--- config.mk ---
export PLATFORM = sky130hd
export DESIGN_NAME = tcp_dist_unit
export DESIGN_NICKNAME = d
export VERILOG_FILES = /design/src/tcp_pkg.sv /design/src/tcp_dist_unit.sv
export SDC_FILE = /design/constraint.sdc
export NUM_CORES = 2
export LEC_CHECK = 0
export BUFFER_PORTS_ARGS = -buffer_cell sky130_fd_sc_hd__buf_4
export CAP_MARGIN = 20
export CORE_MARGIN = 1
export CORE_UTILIZATION = 60
export DETAILED_ROUTE_END_ITERATION = 10
export PLACE_DENSITY = 0.77
export RECOVER_POWER = 25
export SYNTH_ARGS = -nofsm -noshare
export SYNTH_HDL_FRONTEND = slang
export SYNTH_SLANG_ARGS = --single-unit
--- constraint.sdc ---
create_clock -name clk -period 12.9 [get_ports clk]
set_input_delay 1.29 -clock clk [delete_from_list [all_inputs] [get_ports clk]]
set_output_delay 1.29 -clock clk [all_outputs]
set_load 0.05 [all_outputs]
--- src/tcp_pkg.sv ---
`timescale 1ns / 1ps
`default_nettype none
// ----------------------------------------------------------------------------
// tcp_pkg
// Shared types and constants of the track collision pruning unit.
// ----------------------------------------------------------------------------
package tcp_pkg;

  localparam int COORD_W     = 16;
  localparam int LEN_W       = 16;
  localparam int ID_W        = 32;
  localparam int CFG_W       = 16;
  localparam int LIMIT_W     = 2 * CFG_W;
  localparam int SQ_W        = 2 * COORD_W;
  localparam int IN_DATA_W   = 2 * COORD_W + LEN_W + ID_W;
  localparam int OUT_INDEX_W = 6;
  localparam int OUT_DATA_W  = OUT_INDEX_W + 2;

  typedef struct packed {
    logic [ID_W-1:0]    id;
    logic [LEN_W-1:0]   length;
    logic [COORD_W-1:0] y;
    logic [COORD_W-1:0] x;
  } track_entry_t;

  // request into the distance unit
  typedef struct packed {
    logic valid;
    logic use_entry;
    logic last;
  } dist_req_t;

  // response from the distance unit
  typedef struct packed {
    logic valid;
    logic hit;
    logic last;
  } dist_rsp_t;

  typedef enum logic [2:0] {
    ST_LOAD,
    ST_SELECT,
    ST_DECIDE,
    ST_CHECK,
    ST_EMIT
  } state_t;

endpackage
`default_nettype wire

--- src/tcp_dist_unit.sv ---
`timescale 1ns / 1ps
`default_nettype none
// ----------------------------------------------------------------------------
// tcp_dist_unit
// Shared squared distance unit: three stages, absolute differences, squares,
// then sum and compare against the squared collision distance.
// ----------------------------------------------------------------------------
module tcp_dist_unit (
  input  wire                              clk,
  input  wire                              rst,
  input  wire  [tcp_pkg::CFG_W-1:0]        sep_radius,
  input  wire  [tcp_pkg::COORD_W-1:0]      cur_x,
  input  wire  [tcp_pkg::COORD_W-1:0]      cur_y,
  input  wire  [tcp_pkg::COORD_W-1:0]      ent_x,
  input  wire  [tcp_pkg::COORD_W-1:0]      ent_y,
  input  wire  tcp_pkg::dist_req_t         req,
  output tcp_pkg::dist_rsp_t               rsp
);

  logic [tcp_pkg::LIMIT_W-1:0] limit;
  logic [tcp_pkg::COORD_W-1:0] dx;
  logic [tcp_pkg::COORD_W-1:0] dy;
  logic [tcp_pkg::SQ_W-1:0]    dx_sq;
  logic [tcp_pkg::SQ_W-1:0]    dy_sq;
  logic [tcp_pkg::SQ_W:0]      sum_sq;
  tcp_pkg::dist_req_t          s1;
  tcp_pkg::dist_req_t          s2;

  // squared limit, refreshed every cycle from the register
  always_ff @(posedge clk) begin
    limit <= tcp_pkg::LIMIT_W'(sep_radius) * tcp_pkg::LIMIT_W'(sep_radius);
  end

  always_ff @(posedge clk) begin
    dx    <= (cur_x > ent_x) ? cur_x - ent_x : ent_x - cur_x;
    dy    <= (cur_y > ent_y) ? cur_y - ent_y : ent_y - cur_y;
    dx_sq <= tcp_pkg::SQ_W'(dx) * tcp_pkg::SQ_W'(dx);
    dy_sq <= tcp_pkg::SQ_W'(dy) * tcp_pkg::SQ_W'(dy);
  end

  assign sum_sq = {1'b0, dx_sq} + {1'b0, dy_sq};

  always_ff @(posedge clk) begin
    if (rst) begin
      s1  <= '0;
      s2  <= '0;
      rsp <= '0;
    end else begin
      s1        <= req;
      s2        <= s1;
      rsp.valid <= s2.valid;
      rsp.last  <= s2.valid & s2.last;
      rsp.hit   <= s2.valid & s2.use_entry & (sum_sq < {1'b0, limit});
    end
  end

endmodule
`default_nettype wire

After elaboration in Yosys (flattened, before gate mapping). Cells that the tools add are included.

Register bits: 137. Input bits: 85. Output and inout bits: 3. Word-level logic and storage cells: 30.

Add/subtract/negate cells: 5. Multipliers: 3. Magnitude comparators: 3. Muxes and demuxes: 2. Bitwise operators: 3.

Operator list (count): $mul A16 B16 Y32 (3); $sub A16 B16 Y16 (4); $add A32 B32 Y33 (1); $lt A33 B32 Y1 (1); $gt A16 B16 Y1 (2); $mux W16 (2); $and A1 B1 Y1 (3).

Logic depth before layout (Yosys ltp).
Depth after elaboration: 3. Gate-level depth with buffers: 26. Depth with buffers taken out: 24.

Worst setup path before layout. Ideal clock, no wire load.

Kind: input-to-reg. Start point: input port sep_radius[1] in the netlist's numbering. End point: register limit[30] in the netlist's numbering. Library setup time: 127 ps. Data arrival time: 6735 ps. Slack: 6039 ps. Cell stages on the path: 21. Buffers on the path: 2. Cell sequence: clkbuf_1 > clkbuf_1 > nand2_1 > fa_1 > fa_1 > inv_1 > fa_1 > inv_1 > fa_1 > fa_1 > fa_1 > inv_1 > ha_1 > a21o_1 > a21oi_1 > o22ai_1 > o31ai_1 > nand4_1 > a31oi_1 > o21ai_0 > xor2_1.

Cells in the longest elaborated chain, start to end: 1.

Ends and longest elaborated chain: start, declared (RTL line tcp_dist_unit.sv:11) `input wire [tcp_pkg::CFG_W-1:0] sep_radius,`; $mul A16 B16 Y32 (RTL line tcp_dist_unit.sv:31) `limit <= tcp_pkg::LIMIT_W'(sep_radius) * tcp_pkg::LIMIT_W'(sep_radius);`; end signal, assigned (RTL line tcp_dist_unit.sv:31); end, declared (RTL line tcp_dist_unit.sv:20) `logic [tcp_pkg::LIMIT_W-1:0] limit;`.

No other way between the ends. A chain may end at the register's enable or synchronous reset.

Worst setup path in the final report.
Start point: register dx[13] in the netlist's numbering. End point: register dx_sq[30] in the netlist's numbering.

Cells in the longest elaborated chain, start to end: 1.

Ends and longest elaborated chain: start, declared (RTL line tcp_dist_unit.sv:21) `logic [tcp_pkg::COORD_W-1:0] dx;`; start signal, assigned (RTL line tcp_dist_unit.sv:35) `dx <= (cur_x > ent_x) ? cur_x - ent_x : ent_x - cur_x;`; $mul A16 B16 Y32 (RTL line tcp_dist_unit.sv:37) `dx_sq <= tcp_pkg::SQ_W'(dx) * tcp_pkg::SQ_W'(dx);`; end signal, assigned (RTL line tcp_dist_unit.sv:37); end, declared (RTL line tcp_dist_unit.sv:23) `logic [tcp_pkg::SQ_W-1:0] dx_sq;`.

No other way between the ends.

==> impl_metrics.py <==
metrics = {
    "status": {
        "status": "complete, but fails checks",
        "violations": "max-capacitance violations, max-slew violations",
    },
    "critical_path": {
        "worstSetupStartpointType": "flop",
        "endpoint": "dx_sq[30]$_DFF_P_",
        "slowest_stage": "dfxtp_1",
        "path_cells": "inv_1, nor2_1, ha_1, xor2_1, fa_1, inv_1, fa_1, fa_1, fa_1, inv_1, fa_1, inv_1, ha_1, a211oi_1, nand2_1, a211o_1, a31o_2, a21o_1, a31o_2, a221oi_2, xnor2_1",
        "r2r_cells": 21,
        "max_stage_delay_ps": 740,
        "cp_data_required_time_ps": 13240,
        "end_kind": "flop",
        "reg2reg_to": "dx_sq[30]$_DFF_P_",
        "arrival_ps": 7220,
        "rrSetupSlack_ps": 6020,
        "cp_common_cell": "fa_1",
        "crit_fanout": 14,
        "worstReg2RegStart": "dx[13]$_DFF_P_",
        "critPathKind": "flop to flop",
        "critPathLaunch": "dx[13]$_DFF_P_",
    },
    "final_layout": {
        "seq_area_sq_um": 2680,
        "syn_to_final_growth_pct": 5.71,
        "multi_input_area_sq_um": 23300,
        "antennaDiodeCount": 0,
        "fillers": 4237,
        "design_area_sq_um": 31300,
        "final_nets": 4418,
        "layout-drive-gt1-share_pct": 4.40,
    },
    "die": {
        "die_area_sq_um": 50300,
        "dieHeight_microns": 224,
        "core_sq_um": 48800,
        "die_x_microns": 224,
        "initial_core_util_pct": 60.7,
        "io_pins": 88,
        "rows": 81,
    },
    "detailed_routing": {
        "avgRoutedWirePerCell_microns": 15.1,
        "final_antenna_net_count": 0,
        "first_pass_iters": 6,
        "drt_iter0_markers": 1287,
        "vias": 22000,
        "wl_mm": 61.8,
        "routed_via_density": 5.38,
        "drcViolationCount": 0,
    },
    "synth": {
        "avgSynthCellArea_sq_um": 8.73,
        "synthFlopType": "dfxtp_1",
        "syn_inst": 3395,
        "ys_types": 74,
        "synth_edf_count": 0,
        "syn_area_sq_um": 29600,
        "yosysSeqAreaShare_pct": 9.05,
        "async_flop_share_pct": 0,
        "ys_seq_elements": 134,
        "syn_nets": 4394,
        "yosysWarnings": 0,
    },
    "clocking": {
        "postCtsHoldBufs": 0,
        "insertion_delay_ps": 450,
        "numCtsBuffers": 17,
        "post-cts-setup-buffers": 0,
        "post_cts_resized": 0,
        "htree_levels": 4,
        "cts_tree": "yes",
        "clock-root-buffer": "clkbuf_16",
        "cts_buffer_depth": 2,
        "clock_sinks": 134,
        "clk_pin_slew_ps": 60,
    },
    "timing": {
        "worst_pin_slew_ps": 1820,
        "skew_ps": 7.47,
        "hold_violations": 0,
        "fin_crit_ps": 6880,
        "tns_ps": 0,
        "rsz0062_at_grt": "false",
        "finalCritPeriodShare_pct": 53.4,
        "max_freq_ghz": 0.145,
        "setup_viol": 0,
        "relSlewSlack_pct": -22.7,
        "slew_violations": 14,
    },
    "placement": {
        "place_congestion": 0.902,
        "place_hpwl_mm": 52.0,
        "port_buffers": 87,
        "post_dp_cell_area_sq_um": 30800,
    },
    "grt": {
        "antenna_found_initial": 0,
        "track_usage_pct": 26.3,
        "grt_max_degree": 21,
        "grt_overflow": 0,
        "grt_first_pass_wirelength_mm": 107,
        "grt_pass1_vias": 23000,
    },
    "worst_hold_path": {
        "hold_path.class": "flop to flop",
    },
    "flow_run": {
        "cap_viol_max_count": 1,
    },
}
==> worst max-delay path, delay by kind of cell (launching register included) <==
family / cells / cell delay, ps
xor+xnor: 2 / 390
flops: 1 / 740
fa+ha+maj: 7 / 3140
buf+inv: 4 / 500
simple gates: 2 / 320
compound gates: 6 / 1690
==> how the worst min path moves through the flow <==
stage / start / endpoint / slack [ps] / cells past startpoint
finish: s2[0]$_SDFF_PP0_ / rsp[0]$_SDFF_PP0_ / 430 / 1
detailed placement: s1[1]$_SDFF_PP0_ / s2[1]$_SDFF_PP0_ / 430 / 1
CTS: s2[0]$_SDFF_PP0_ / rsp[0]$_SDFF_PP0_ / 440 / 1
global route: s2[0]$_SDFF_PP0_ / rsp[0]$_SDFF_PP0_ / 460 / 1
floorplan: dx[0]$_DFF_P_ / dx_sq[0]$_DFF_P_ / 350 / 0
global placement: s2[0]$_SDFF_PP0_ / rsp[0]$_SDFF_PP0_ / 410 / 1
==> kinds of logic (layout without fill, tap and decap cells) <==
kind of cell | Yosys count | in the layout | share of synthesized area, %
AND/OR/NAND/NOR | 696 | 696 | 11.2
XOR/XNOR | 150 | 150 | 4.43
AO/OA/AOI/OAI | 499 | 499 | 11.0
buffers and inverters | 974 | 1010 | 12.4
adder cells (fa/ha/maj) | 914 | 914 | 51.0
flip-flops | 134 | 134 | 9.05
multiplexers | 28 | 28 | 0.975
==> Yosys cell counts, types with 19 or more instances <==
master	number	area share, %
nand3_1	25	0.42
nor3_1	20	0.34
fa_1	490	33
a21o_1	92	2.3
inv_1	890	11
nand2_1	280	3.5
and3_1	21	0.44
and2_1	108	2.3
xnor2_1	100	3.0
nor2b_1	42	0.89
nand4_1	22	0.46
mux2i_1	21	0.71
clkbuf_1	73	0.92
ha_1	424	18
dfxtp_1	134	9.0
nor2_1	128	1.6
a31oi_1	19	0.40
o21ai_0	92	1.6
a21oi_1	147	2.5
xor2_1	50	1.5
==> sequential cells by signal, summed over array words and instances, names as in the netlist <==
register / cells
s2: 3
dx: 16
limit: 31
s1: 3
dy: 16
rsp: 3
dx_sq: 31
dy_sq: 31
==> per-layer routing <==
| metal | wire length, microns | track usage [%] | vias to the layer above |
|---|---|---|---|
| li1 | - | - | 10600 |
| met1 | 27200 | 34.9 | 10900 |
| met2 | 30600 | 45.6 | 511 |
| met3 | 2490 | 2.82 | 103 |
| met4 | 1430 | 7.46 | 0 |
| met5 | 0 | 0 | - |
==> metrics by stage <==
step	hold slack (ps)	cells	utilization, %	worst slack [ps]
CTS	436	4095	64.2	6050
finish	432	4095	64.2	6020
detailed placement	426	4064	63.1	5630
global route	460	4095	64.2	5600
floorplan	354	3395	-	6040
global placement	411	4064	63.1	5720
==> layout by cell type, fill, tap and decap left out, types with 19 or more instances in the layout <==
| master | netlist | final |
|---|---|---|
| a31oi_1 | 19 | 19 |
| dfxtp_1 | 134 | 134 |
| xnor2_1 | 100 | 100 |
| and2_1 | 108 | 107 |
| mux2i_1 | 21 | 21 |
| and3_1 | 21 | 21 |
| nor2_1 | 128 | 128 |
| xor2_1 | 50 | 50 |
| o21ai_0 | 92 | 93 |
| nor2b_1 | 42 | 42 |
| nand2_1 | 280 | 280 |
| nor3_1 | 20 | 20 |
| fa_1 | 490 | 490 |
| buf_4 | 2 | 80 |
| inv_1 | 890 | 890 |
| ha_1 | 424 | 424 |
| a21oi_1 | 147 | 147 |
| a21o_1 | 92 | 92 |
| nand3_1 | 25 | 25 |
| nand4_1 | 22 | 22 |
==> cell type report <==
class	instances	share of cell area, %
multi-input combinational	2287	74.3
inverter	891	10.7
sequential	134	8.56
tap	664	2.65
timing repair buffer	88	2.01
clock buffer	18	1.40
clock inverter	13	0.391
Power is left out: the tool's default activity adds up to more than one toggle a clock period on the data nets, which glitch-free logic cannot reach.
